[src/hw/rtl/bcd_pkg.sv]
package bcd_pkg;

	// block format register codes, the unused code decodes as bc3
	localparam logic [1:0] FMT_BC1 = 2'd0;
	localparam logic [1:0] FMT_BC2 = 2'd1;
	localparam logic [1:0] FMT_BC3 = 2'd2;

	localparam int unsigned NUM_PIX  = 16;
	localparam int unsigned PIX_BITS = 4;
	localparam int unsigned Q_DEPTH  = 2;

	// one compressed block as it arrives
	typedef struct packed {
		logic [63:0] block_low;
		logic [63:0] block_high;
	} blk_in_t;

	// one decoded pixel
	typedef struct packed {
		logic [7:0] red;
		logic [7:0] green;
		logic [7:0] blue;
		logic [7:0] alpha;
		logic [3:0] pixel_index;
		logic       last;
	} pix_out_t;

	// classified block with its palettes, as held in the queue
	typedef struct packed {
		logic [1:0]        fmt;
		logic              opaque;
		logic [3:0][23:0]  cpal;
		logic [7:0][7:0]   apal;
		logic [31:0]       cidx;
		logic [63:0]       abits;
	} bcd_entry_t;

	// front to queue
	typedef struct packed {
		logic       push;
		bcd_entry_t entry;
	} bcd_qwr_t;

	// queue to back
	typedef struct packed {
		logic       valid;
		bcd_entry_t entry;
	} bcd_qhead_t;

	// 565 endpoint to 888 by bit replication, packed as {r, g, b}
	function automatic logic [23:0] expand565(input logic [15:0] c);
		logic [4:0] r;
		logic [5:0] g;
		logic [4:0] b;
		r = c[15:11];
		g = c[10:5];
		b = c[4:0];
		return {r, r[4:2], g, g[5:4], b, b[4:2]};
	endfunction

	// floor(x / 3) for x up to 765, reciprocal multiply
	function automatic logic [7:0] div3(input logic [9:0] x);
		logic [25:0] p;
		p = 26'(x) * 26'd21846;
		return p[23:16];
	endfunction

	// floor(x / 5) for x up to 1275
	function automatic logic [7:0] div5(input logic [10:0] x);
		logic [23:0] p;
		p = 24'(x) * 24'd6554;
		return p[22:15];
	endfunction

	// floor(x / 7) for x up to 1785
	function automatic logic [7:0] div7(input logic [10:0] x);
		logic [23:0] p;
		p = 24'(x) * 24'd4682;
		return p[22:15];
	endfunction

endpackage

[src/hw/rtl/bc_block_decode.sv]
// channel   direction  handshake             beat
// blk       in         blk_valid/blk_stall   one compressed block (low and high halves)
// pix       out        pix_valid/pix_stall   one rgba8 pixel with index and last flag
// cfg       in         cfg_valid/cfg_ready   block format code
//
// the pixel sequencer in the back part emits one pixel a cycle while a block waits and pix is not stalled.
// the first pixel passes through capture, palette stage, queue and out reg after the block beat.
// a two-entry queue lets the front take the next block while the back still emits pixels.
// arst_n clears all valids, the queue and the format register (format resets to bc1).
// a stall on pix holds the output register; blk stalls only when the front stages are full.
module bc_block_decode import bcd_pkg::*; (
	input  logic       clk,
	input  logic       arst_n,
	input  logic       blk_valid,
	output logic       blk_stall,
	input  blk_in_t    blk,
	output logic       pix_valid,
	input  logic       pix_stall,
	output pix_out_t   pix,
	input  logic       cfg_valid,
	output logic       cfg_ready,
	input  logic [1:0] cfg_data
);

	logic [1:0] fmt_q;
	bcd_qwr_t   qwr;
	bcd_qhead_t head;
	logic       q_full;
	logic       pop;

	// format register
	assign cfg_ready = 1'b1;

	always_ff @(posedge clk or negedge arst_n) begin
		if (!arst_n) begin
			fmt_q <= FMT_BC1;
		end else if (cfg_valid && cfg_ready) begin
			fmt_q <= cfg_data;
		end
	end

	// classify and build palettes
	bcd_front u_front (
		.clk       (clk),
		.arst_n    (arst_n),
		.blk_valid (blk_valid),
		.blk_stall (blk_stall),
		.blk       (blk),
		.fmt       (fmt_q),
		.q_full    (q_full),
		.qwr       (qwr)
	);

	// decoupling queue
	bcd_queue u_queue (
		.clk    (clk),
		.arst_n (arst_n),
		.qwr    (qwr),
		.pop    (pop),
		.full   (q_full),
		.head   (head)
	);

	// pixel sequencer
	bcd_back u_back (
		.clk       (clk),
		.arst_n    (arst_n),
		.head      (head),
		.pop       (pop),
		.pix_valid (pix_valid),
		.pix_stall (pix_stall),
		.pix       (pix)
	);

endmodule

[src/hw/rtl/bcd_front.sv]
module bcd_front import bcd_pkg::*; (
	input  logic       clk,
	input  logic       arst_n,
	input  logic       blk_valid,
	output logic       blk_stall,
	input  blk_in_t    blk,
	input  logic [1:0] fmt,
	input  logic       q_full,
	output bcd_qwr_t   qwr
);

	// stage 1: captured beat
	logic       vld_s1;
	blk_in_t    blk_s1;
	logic [1:0] fmt_s1;

	// stage 2: weighted sums
	logic             vld_s2;
	logic [1:0]       fmt_s2;
	logic             opaque_s2;
	logic             agt_s2;
	logic [23:0]      ep0_s2;
	logic [23:0]      ep1_s2;
	logic [2:0][9:0]  sum2_s2;
	logic [2:0][9:0]  sum3_s2;
	logic [2:0][8:0]  sumh_s2;
	logic [5:0][10:0] w7_s2;
	logic [3:0][10:0] w5_s2;
	logic [7:0]       a0_s2;
	logic [7:0]       a1_s2;
	logic [31:0]      cidx_s2;
	logic [63:0]      abits_s2;

	logic push;
	logic s1_adv;
	logic s1_load;

	// stage 1 decode
	logic             bc1_c;
	logic [63:0]      chalf_c;
	logic [23:0]      ep0_c;
	logic [23:0]      ep1_c;
	logic             opaque_c;
	logic [2:0][9:0]  sum2_c;
	logic [2:0][9:0]  sum3_c;
	logic [2:0][8:0]  sumh_c;
	logic [5:0][10:0] w7_c;
	logic [3:0][10:0] w5_c;
	logic [7:0]       a0_c;
	logic [7:0]       a1_c;

	// stage 2 palette build
	bcd_entry_t entry_c;

	// handshake along the two stages
	assign push      = vld_s2 && !q_full;
	assign s1_adv    = vld_s1 && (!vld_s2 || push);
	assign s1_load   = !vld_s1 || s1_adv;
	assign blk_stall = !s1_load;

	always_ff @(posedge clk or negedge arst_n) begin
		if (!arst_n) begin
			vld_s1 <= 1'b0;
			vld_s2 <= 1'b0;
		end else begin
			if (s1_load) begin
				vld_s1 <= blk_valid;
			end
			if (s1_adv) begin
				vld_s2 <= 1'b1;
			end else if (push) begin
				vld_s2 <= 1'b0;
			end
		end
	end

	always_ff @(posedge clk) begin
		if (s1_load && blk_valid) begin
			blk_s1 <= blk;
			fmt_s1 <= fmt;
		end
	end

	// endpoints, colour mode and weighted sums
	always_comb begin
		bc1_c    = (fmt_s1 == FMT_BC1);
		chalf_c  = bc1_c ? blk_s1.block_low : blk_s1.block_high;
		ep0_c    = expand565(chalf_c[15:0]);
		ep1_c    = expand565(chalf_c[31:16]);
		opaque_c = !bc1_c || (chalf_c[15:0] > chalf_c[31:16]);
		for (int ch = 0; ch < 3; ch++) begin
			sum2_c[ch] = {1'b0, ep0_c[ch*8 +: 8], 1'b0} + {2'b00, ep1_c[ch*8 +: 8]};
			sum3_c[ch] = {2'b00, ep0_c[ch*8 +: 8]} + {1'b0, ep1_c[ch*8 +: 8], 1'b0};
			sumh_c[ch] = {1'b0, ep0_c[ch*8 +: 8]} + {1'b0, ep1_c[ch*8 +: 8]};
		end
		a0_c = blk_s1.block_low[7:0];
		a1_c = blk_s1.block_low[15:8];
		for (int i = 0; i < 6; i++) begin
			w7_c[i] = 11'(6 - i) * {3'b000, a0_c} + 11'(1 + i) * {3'b000, a1_c};
		end
		for (int i = 0; i < 4; i++) begin
			w5_c[i] = 11'(4 - i) * {3'b000, a0_c} + 11'(1 + i) * {3'b000, a1_c};
		end
	end

	always_ff @(posedge clk) begin
		if (s1_adv) begin
			fmt_s2    <= fmt_s1;
			opaque_s2 <= opaque_c;
			agt_s2    <= a0_c > a1_c;
			ep0_s2    <= ep0_c;
			ep1_s2    <= ep1_c;
			sum2_s2   <= sum2_c;
			sum3_s2   <= sum3_c;
			sumh_s2   <= sumh_c;
			w7_s2     <= w7_c;
			w5_s2     <= w5_c;
			a0_s2     <= a0_c;
			a1_s2     <= a1_c;
			cidx_s2   <= chalf_c[63:32];
			abits_s2  <= blk_s1.block_low;
		end
	end

	// palettes from the sums, divisions by reciprocal
	always_comb begin
		entry_c.fmt     = fmt_s2;
		entry_c.opaque  = opaque_s2;
		entry_c.cidx    = cidx_s2;
		entry_c.abits   = abits_s2;
		entry_c.cpal[0] = ep0_s2;
		entry_c.cpal[1] = ep1_s2;
		for (int ch = 0; ch < 3; ch++) begin
			if (opaque_s2) begin
				entry_c.cpal[2][ch*8 +: 8] = div3(sum2_s2[ch]);
				entry_c.cpal[3][ch*8 +: 8] = div3(sum3_s2[ch]);
			end else begin
				entry_c.cpal[2][ch*8 +: 8] = sumh_s2[ch][8:1];
				entry_c.cpal[3][ch*8 +: 8] = 8'd0;
			end
		end
		entry_c.apal[0] = a0_s2;
		entry_c.apal[1] = a1_s2;
		for (int i = 0; i < 6; i++) begin
			if (agt_s2) begin
				entry_c.apal[2 + i] = div7(w7_s2[i]);
			end else if (i < 4) begin
				entry_c.apal[2 + i] = div5(w5_s2[i]);
			end else if (i == 4) begin
				entry_c.apal[2 + i] = 8'd0;
			end else begin
				entry_c.apal[2 + i] = 8'd255;
			end
		end
	end

	assign qwr.push  = push;
	assign qwr.entry = entry_c;

endmodule

[src/hw/rtl/bcd_queue.sv]
module bcd_queue import bcd_pkg::*; (
	input  logic       clk,
	input  logic       arst_n,
	input  bcd_qwr_t   qwr,
	input  logic       pop,
	output logic       full,
	output bcd_qhead_t head
);

	bcd_entry_t mem [Q_DEPTH];
	logic       wr_ptr_q;
	logic       rd_ptr_q;
	logic [1:0] cnt_q;

	assign full       = (cnt_q == 2'(Q_DEPTH));
	assign head.valid = (cnt_q != 2'd0);
	assign head.entry = mem[rd_ptr_q];

	// pointers and fill count
	always_ff @(posedge clk or negedge arst_n) begin
		if (!arst_n) begin
			wr_ptr_q <= 1'b0;
			rd_ptr_q <= 1'b0;
			cnt_q    <= 2'd0;
		end else begin
			if (qwr.push) begin
				wr_ptr_q <= !wr_ptr_q;
			end
			if (pop) begin
				rd_ptr_q <= !rd_ptr_q;
			end
			if (qwr.push && !pop) begin
				cnt_q <= cnt_q + 2'd1;
			end else if (pop && !qwr.push) begin
				cnt_q <= cnt_q - 2'd1;
			end
		end
	end

	// entry storage
	always_ff @(posedge clk) begin
		if (qwr.push) begin
			mem[wr_ptr_q] <= qwr.entry;
		end
	end

	// no write into a full queue
	a_no_overflow: assert property (@(posedge clk) disable iff (!arst_n)
		qwr.push |-> !full)
		else $error("queue write while full");

	// no read from an empty queue
	a_no_underflow: assert property (@(posedge clk) disable iff (!arst_n)
		pop |-> head.valid)
		else $error("queue read while empty");

endmodule

[src/hw/rtl/bcd_back.sv]
module bcd_back import bcd_pkg::*; (
	input  logic       clk,
	input  logic       arst_n,
	input  bcd_qhead_t head,
	output logic       pop,
	output logic       pix_valid,
	input  logic       pix_stall,
	output pix_out_t   pix
);

	logic [PIX_BITS-1:0] cnt_q;
	logic                pix_valid_q;
	pix_out_t            pix_q;

	logic       fire;
	logic [1:0] ci;
	logic [3:0] a4;
	logic [2:0] ai;
	logic [5:0] aoff;
	logic [7:0] alpha_c;
	pix_out_t   pix_c;

	assign fire = head.valid && (!pix_valid_q || !pix_stall);
	assign pop  = fire && (cnt_q == PIX_BITS'(NUM_PIX - 1));

	// one pixel from the head block
	always_comb begin
		ci   = head.entry.cidx[{cnt_q, 1'b0} +: 2];
		a4   = head.entry.abits[{cnt_q, 2'b00} +: 4];
		aoff = 6'd16 + 6'(cnt_q) * 6'd3;
		ai   = head.entry.abits[aoff +: 3];
		case (head.entry.fmt)
			FMT_BC1: alpha_c = (ci == 2'd3 && !head.entry.opaque) ? 8'd0 : 8'd255;
			FMT_BC2: alpha_c = {a4, a4};
			default: alpha_c = head.entry.apal[ai];
		endcase
		pix_c.red         = head.entry.cpal[ci][23:16];
		pix_c.green       = head.entry.cpal[ci][15:8];
		pix_c.blue        = head.entry.cpal[ci][7:0];
		pix_c.alpha       = alpha_c;
		pix_c.pixel_index = cnt_q;
		pix_c.last        = (cnt_q == PIX_BITS'(NUM_PIX - 1));
	end

	// pixel counter and output valid
	always_ff @(posedge clk or negedge arst_n) begin
		if (!arst_n) begin
			cnt_q       <= '0;
			pix_valid_q <= 1'b0;
		end else begin
			if (fire) begin
				cnt_q <= cnt_q + PIX_BITS'(1);
			end
			if (fire) begin
				pix_valid_q <= 1'b1;
			end else if (!pix_stall) begin
				pix_valid_q <= 1'b0;
			end
		end
	end

	// output register
	always_ff @(posedge clk) begin
		if (fire) begin
			pix_q <= pix_c;
		end
	end

	assign pix_valid = pix_valid_q;
	assign pix       = pix_q;

	// the last flag marks exactly pixel fifteen
	a_last_idx: assert property (@(posedge clk) disable iff (!arst_n)
		pix_valid_q |-> (pix_q.last == (pix_q.pixel_index == PIX_BITS'(NUM_PIX - 1))))
		else $error("last flag out of place");

	// the counter wraps to the first pixel when a block is retired
	a_wrap: assert property (@(posedge clk) disable iff (!arst_n)
		pop |=> (cnt_q == '0))
		else $error("pixel counter did not wrap");

	// a new output beat carries the index the counter held
	a_index: assert property (@(posedge clk) disable iff (!arst_n)
		fire |=> (pix_q.pixel_index == $past(cnt_q)))
		else $error("pixel index mismatch");

endmodule

[config.mk]
export PLATFORM = sky130hd
export DESIGN_NAME = bc_block_decode
export DESIGN_NICKNAME = d
export VERILOG_FILES = /design/src/hw/rtl/bcd_pkg.sv /design/src/hw/rtl/bc_block_decode.sv /design/src/hw/rtl/bcd_front.sv /design/src/hw/rtl/bcd_queue.sv /design/src/hw/rtl/bcd_back.sv
export SDC_FILE = /design/constraint.sdc
export NUM_CORES = 2
export LEC_CHECK = 0
export ABC_AREA = 1
export BUFFER_PORTS_ARGS = -buffer_cell sky130_fd_sc_hd__buf_2
export CAP_MARGIN = 15
export CORE_ASPECT_RATIO = 1.1
export CORE_MARGIN = 3
export CORE_UTILIZATION = 45
export CTS_CLUSTER_DIAMETER = 120
export DETAILED_ROUTE_END_ITERATION = 16
export HOLD_SLACK_MARGIN = 0.12
export PLACE_DENSITY_LB_ADDON = 0.05
export SLEW_MARGIN = 20
export SYNTH_ARGS = -nofsm -noshare
export SYNTH_HDL_FRONTEND = slang
export SYNTH_SLANG_ARGS = --single-unit
export TNS_END_PERCENT = 5
[constraint.sdc]
create_clock -name clk -period 10.47 [get_ports clk]
set_clock_uncertainty 0.2 [all_clocks]
set_input_delay 0.5235 -clock clk [delete_from_list [all_inputs] [get_ports clk]]
set_output_delay 0.5235 -clock clk [all_outputs]
set_load 0.01 [all_outputs]
==> run metrics <==
FF+latch count, synth=940; clock sink total=940; count of cell types in the netlist=54; sequential area share after synthesis=0.386; Total Wirelength=around 190000 um; critical-path cell list=ha_1 -> ha_1 -> inv_1 -> fa_1 -> inv_1 -> nand2_1 -> nand3_1 -> nand3_2 -> nand2_1 -> nand2_1 -> nand3_1 -> nand3_1 -> nand3_1 -> nand2_1; Crit path arrival time=roughly 5900 ps; register area=0.0282 mm2; drt via density=~5.2; YS warnings=0; Area Growth Syn to Fin=11.3%; Critical Path Fanout Max=87; drt first pass iters=6; layout cells sized above 1=0.0603; CTS Buf Count=103; via count of the first global-routing pass=just over 50000; worst setup margin=around 4800 ps; clk_lat worst skew=between 700 and 800 ps; Place WS=roughly 4900 ps; RSZ-0062 raised after global routing=false; Post-Route Setup TNS=0 ps; crit start category=flop; Final nets=9223; Initial DRC Count=~3200; Yosys top cell area share=0.381; crit path kind=reg2reg; Rows=roughly 150; H-Tree Depth=3; Die Width=around 390 um; r2r startpoint=u_back.cnt_q[0]; Global Route Usage Sum=0.227; Worst Hold Launch=u_front.ep0_s2[3]; Die H=roughly 430 um; Largest stage delay, worst path=~1100 ps; Clock Tree Root=clkbuf_16; Syn Area/Cell=10.2 um2; met2 WL=just under 90000 um; die area=between 0.15 and 0.2 mm2; Fin. Hold Viols=0; number of synthesized flops with an enable pin=927; synth top area cells=edfxtp_1 38%, ha_1 20%, fa_1 12%; Final setup viols=0; I/O pin count=between 150 and 200; Synth Flop Type=edfxtp_1; RR Endpoint=u_back.pix[5]; fin crit period=~5700 ps; ratio of final minimum period to clock period=0.541; slowest CP cell=dfrtp_4; fillcell total=between 10000 and 15000; largest area contributor in the netlist=edfxtp_1; Slew Viols, Final=0; Least-Margin Pin Slew=around 1100 ps; Post-Syn Nets=between 8000 and 9000; Async SR Flop Fraction=0.0138; Port Buffer Count=about 170; WHS=~240 ps; initial core utilization=0.455; Worst R2R Path Depth=14; Req. time, crit path=roughly 11000 ps; area of the core=between 0.15 and 0.2 mm2; Max-Cap Viols=0; status=finished clean; first-pass GRT wire length=296000 um; DR vias=a little over 50000; multi-input logic area=0.0397 mm2; # Post-CTS Setup Buffers=0; pin count of the biggest net entering global routing=between 150 and 200; RD Place Congestion=0.906; Clock Tree Buf Depth=3; worst hold path type=reg2reg; # diodes=0; Mapped Area=roughly 0.073 mm2; Relative slew margins=0.270; initial antenna violation count=4; CTS tree=yes; # DRC=0; Peak Freq=roughly 180 MHz; WL/cell=between 15 and 20 um; met1 wire length=around 90000 um; Congestion Overflow GR=0; routed wl met3=around 7400 um; max layer used=met5; hold depth=0; leading cell types in the layout, fill and taps excluded=1195 x inv_1, 1173 x ha_1, 955 x nand2_1, 927 x edfxtp_1, 491 x nand3_1; clock slew at reported path FFs=~70 ps; reg2reg setup slack=between 4000 and 5000 ps; Critical Path End Type=flop; detailed placement HPWL=144000 um; Synth Instances=~7100; ANT nets after route=0; commonest non-fill, non-tap cell in the layout=inv_1; Hold EP=u_queue.mem[0][163]
flip-flops by register name (all words and copies together) (netlist names), 4 cells and up:
name	count
u_queue.mem	454
u_front.blk_s1	112
u_front.abits_s2	64
u_front.w7_s2	58
u_front.w5_s2	38
u_back.pix	37
u_front.cidx_s2	32
u_front.sum2_s2	30
u_front.sum3_s2	30
u_front.sumh_s2	24
u_front.ep0_s2	13
u_front.ep1_s2	13
u_front.a0_c	8
u_front.a1_c	8
u_back.cnt_q	4
cell usage after synthesis, types with 5 or more instances:
cell type / number
inv_2: 6
inv_1: 1199
edfxtp_1: 927
xnor2_1: 60
dfrtp_1: 13
a21boi_0: 11
nor3_1: 25
mux2_2: 37
o21ai_0: 358
nor4_1: 6
a21o_1: 25
a21oi_1: 433
buf_2: 48
nand4_1: 33
a211oi_1: 15
or2_2: 15
fa_1: 428
o211ai_1: 24
o22ai_1: 5
nor3b_1: 5
ha_1: 1173
buf_4: 16
mux2i_1: 49
o31ai_1: 13
a31oi_1: 23
o21ai_1: 5
buf_1: 6
nand3_1: 491
xor2_1: 143
o221ai_1: 16
and2_1: 5
clkbuf_1: 62
o21a_1: 12
o21bai_1: 35
nand2_1: 955
nor2_1: 434
metrics by stage:
| step | area [um2] | instances | utilization |
|---|---|---|---|
| 3_3_place_gp | 76400 | 9350 | 0.476 |
| 2_1_floorplan | 73100 | 7147 | - |
| 5_1_grt | 81300 | 9679 | 0.506 |
| 3_5_place_dp | 76400 | 9351 | 0.476 |
| 4_1_cts | 81300 | 9678 | 0.506 |
| 6_report | 81300 | 9679 | 0.506 |
worst max path at each step:
stage	from	endpoint	slack, ps	depth (start not counted)
6_report	u_back.cnt_q[0]	u_back.pix[5]	4800	14
5_1_grt	u_back.cnt_q[0]	u_back.pix[5]	4440	14
4_1_cts	u_back.cnt_q[0]	u_back.pix[11]	4900	14
3_5_place_dp	u_back.cnt_q[0]	u_back.pix[11]	4950	14
3_3_place_gp	u_back.cnt_q[0]	u_back.pix[11]	5030	14
2_1_floorplan	u_queue.cnt_q[0]	u_queue.mem[0][100]	-680	4
worst max-delay path: cells and delay by family (launching register included):
family                   cells  cell delay, ps
adder cells (fa/ha/maj)      3            1210
buffers and inverters        2             480
flip-flops                   1            1060
AND/OR/NAND/NOR              9            2340
routing by layer:
| metal | vias up | global-route usage |
|---|---|---|
| met5 | - | 0 |
| met4 | 2 | 0.0523 |
| met3 | 211 | 0.0226 |
| met2 | 1017 | 0.375 |
| met1 | 24635 | 0.323 |
| li1 | 24947 | - |
repair_timing:
action | CTS | global route
hold buffers | 136 | 0
hold endpoints to repair | 148 | 0
resized for setup | 0 | 0
area by class of cell:
| type | instances | area share |
|---|---|---|
| Clock buffer | 114 | 0.0322 |
| Inverter | 1208 | 0.0560 |
| Clock inverter | 77 | 0.0107 |
| Timing Repair Buffer | 370 | 0.0339 |
| Multi-Input combinational cell | 4864 | 0.488 |
| Tap cell | 2106 | 0.0324 |
| Sequential cell | 940 | 0.346 |
cells by family after synthesis:
family / count (synthesis) / share of synthesized area
xor+xnor: 203 / 0.0243
compound gates: 996 / 0.0754
buf+inv: 1343 / 0.0710
fa+ha+maj: 1601 / 0.318
simple gates: 1977 / 0.113
mux: 86 / 0.0124
other cells: 1 / 0.0000513
flops: 940 / 0.386
Power is not shown: default switching activity piles up to over one toggle a cycle in this logic, so the estimate is an artifact.
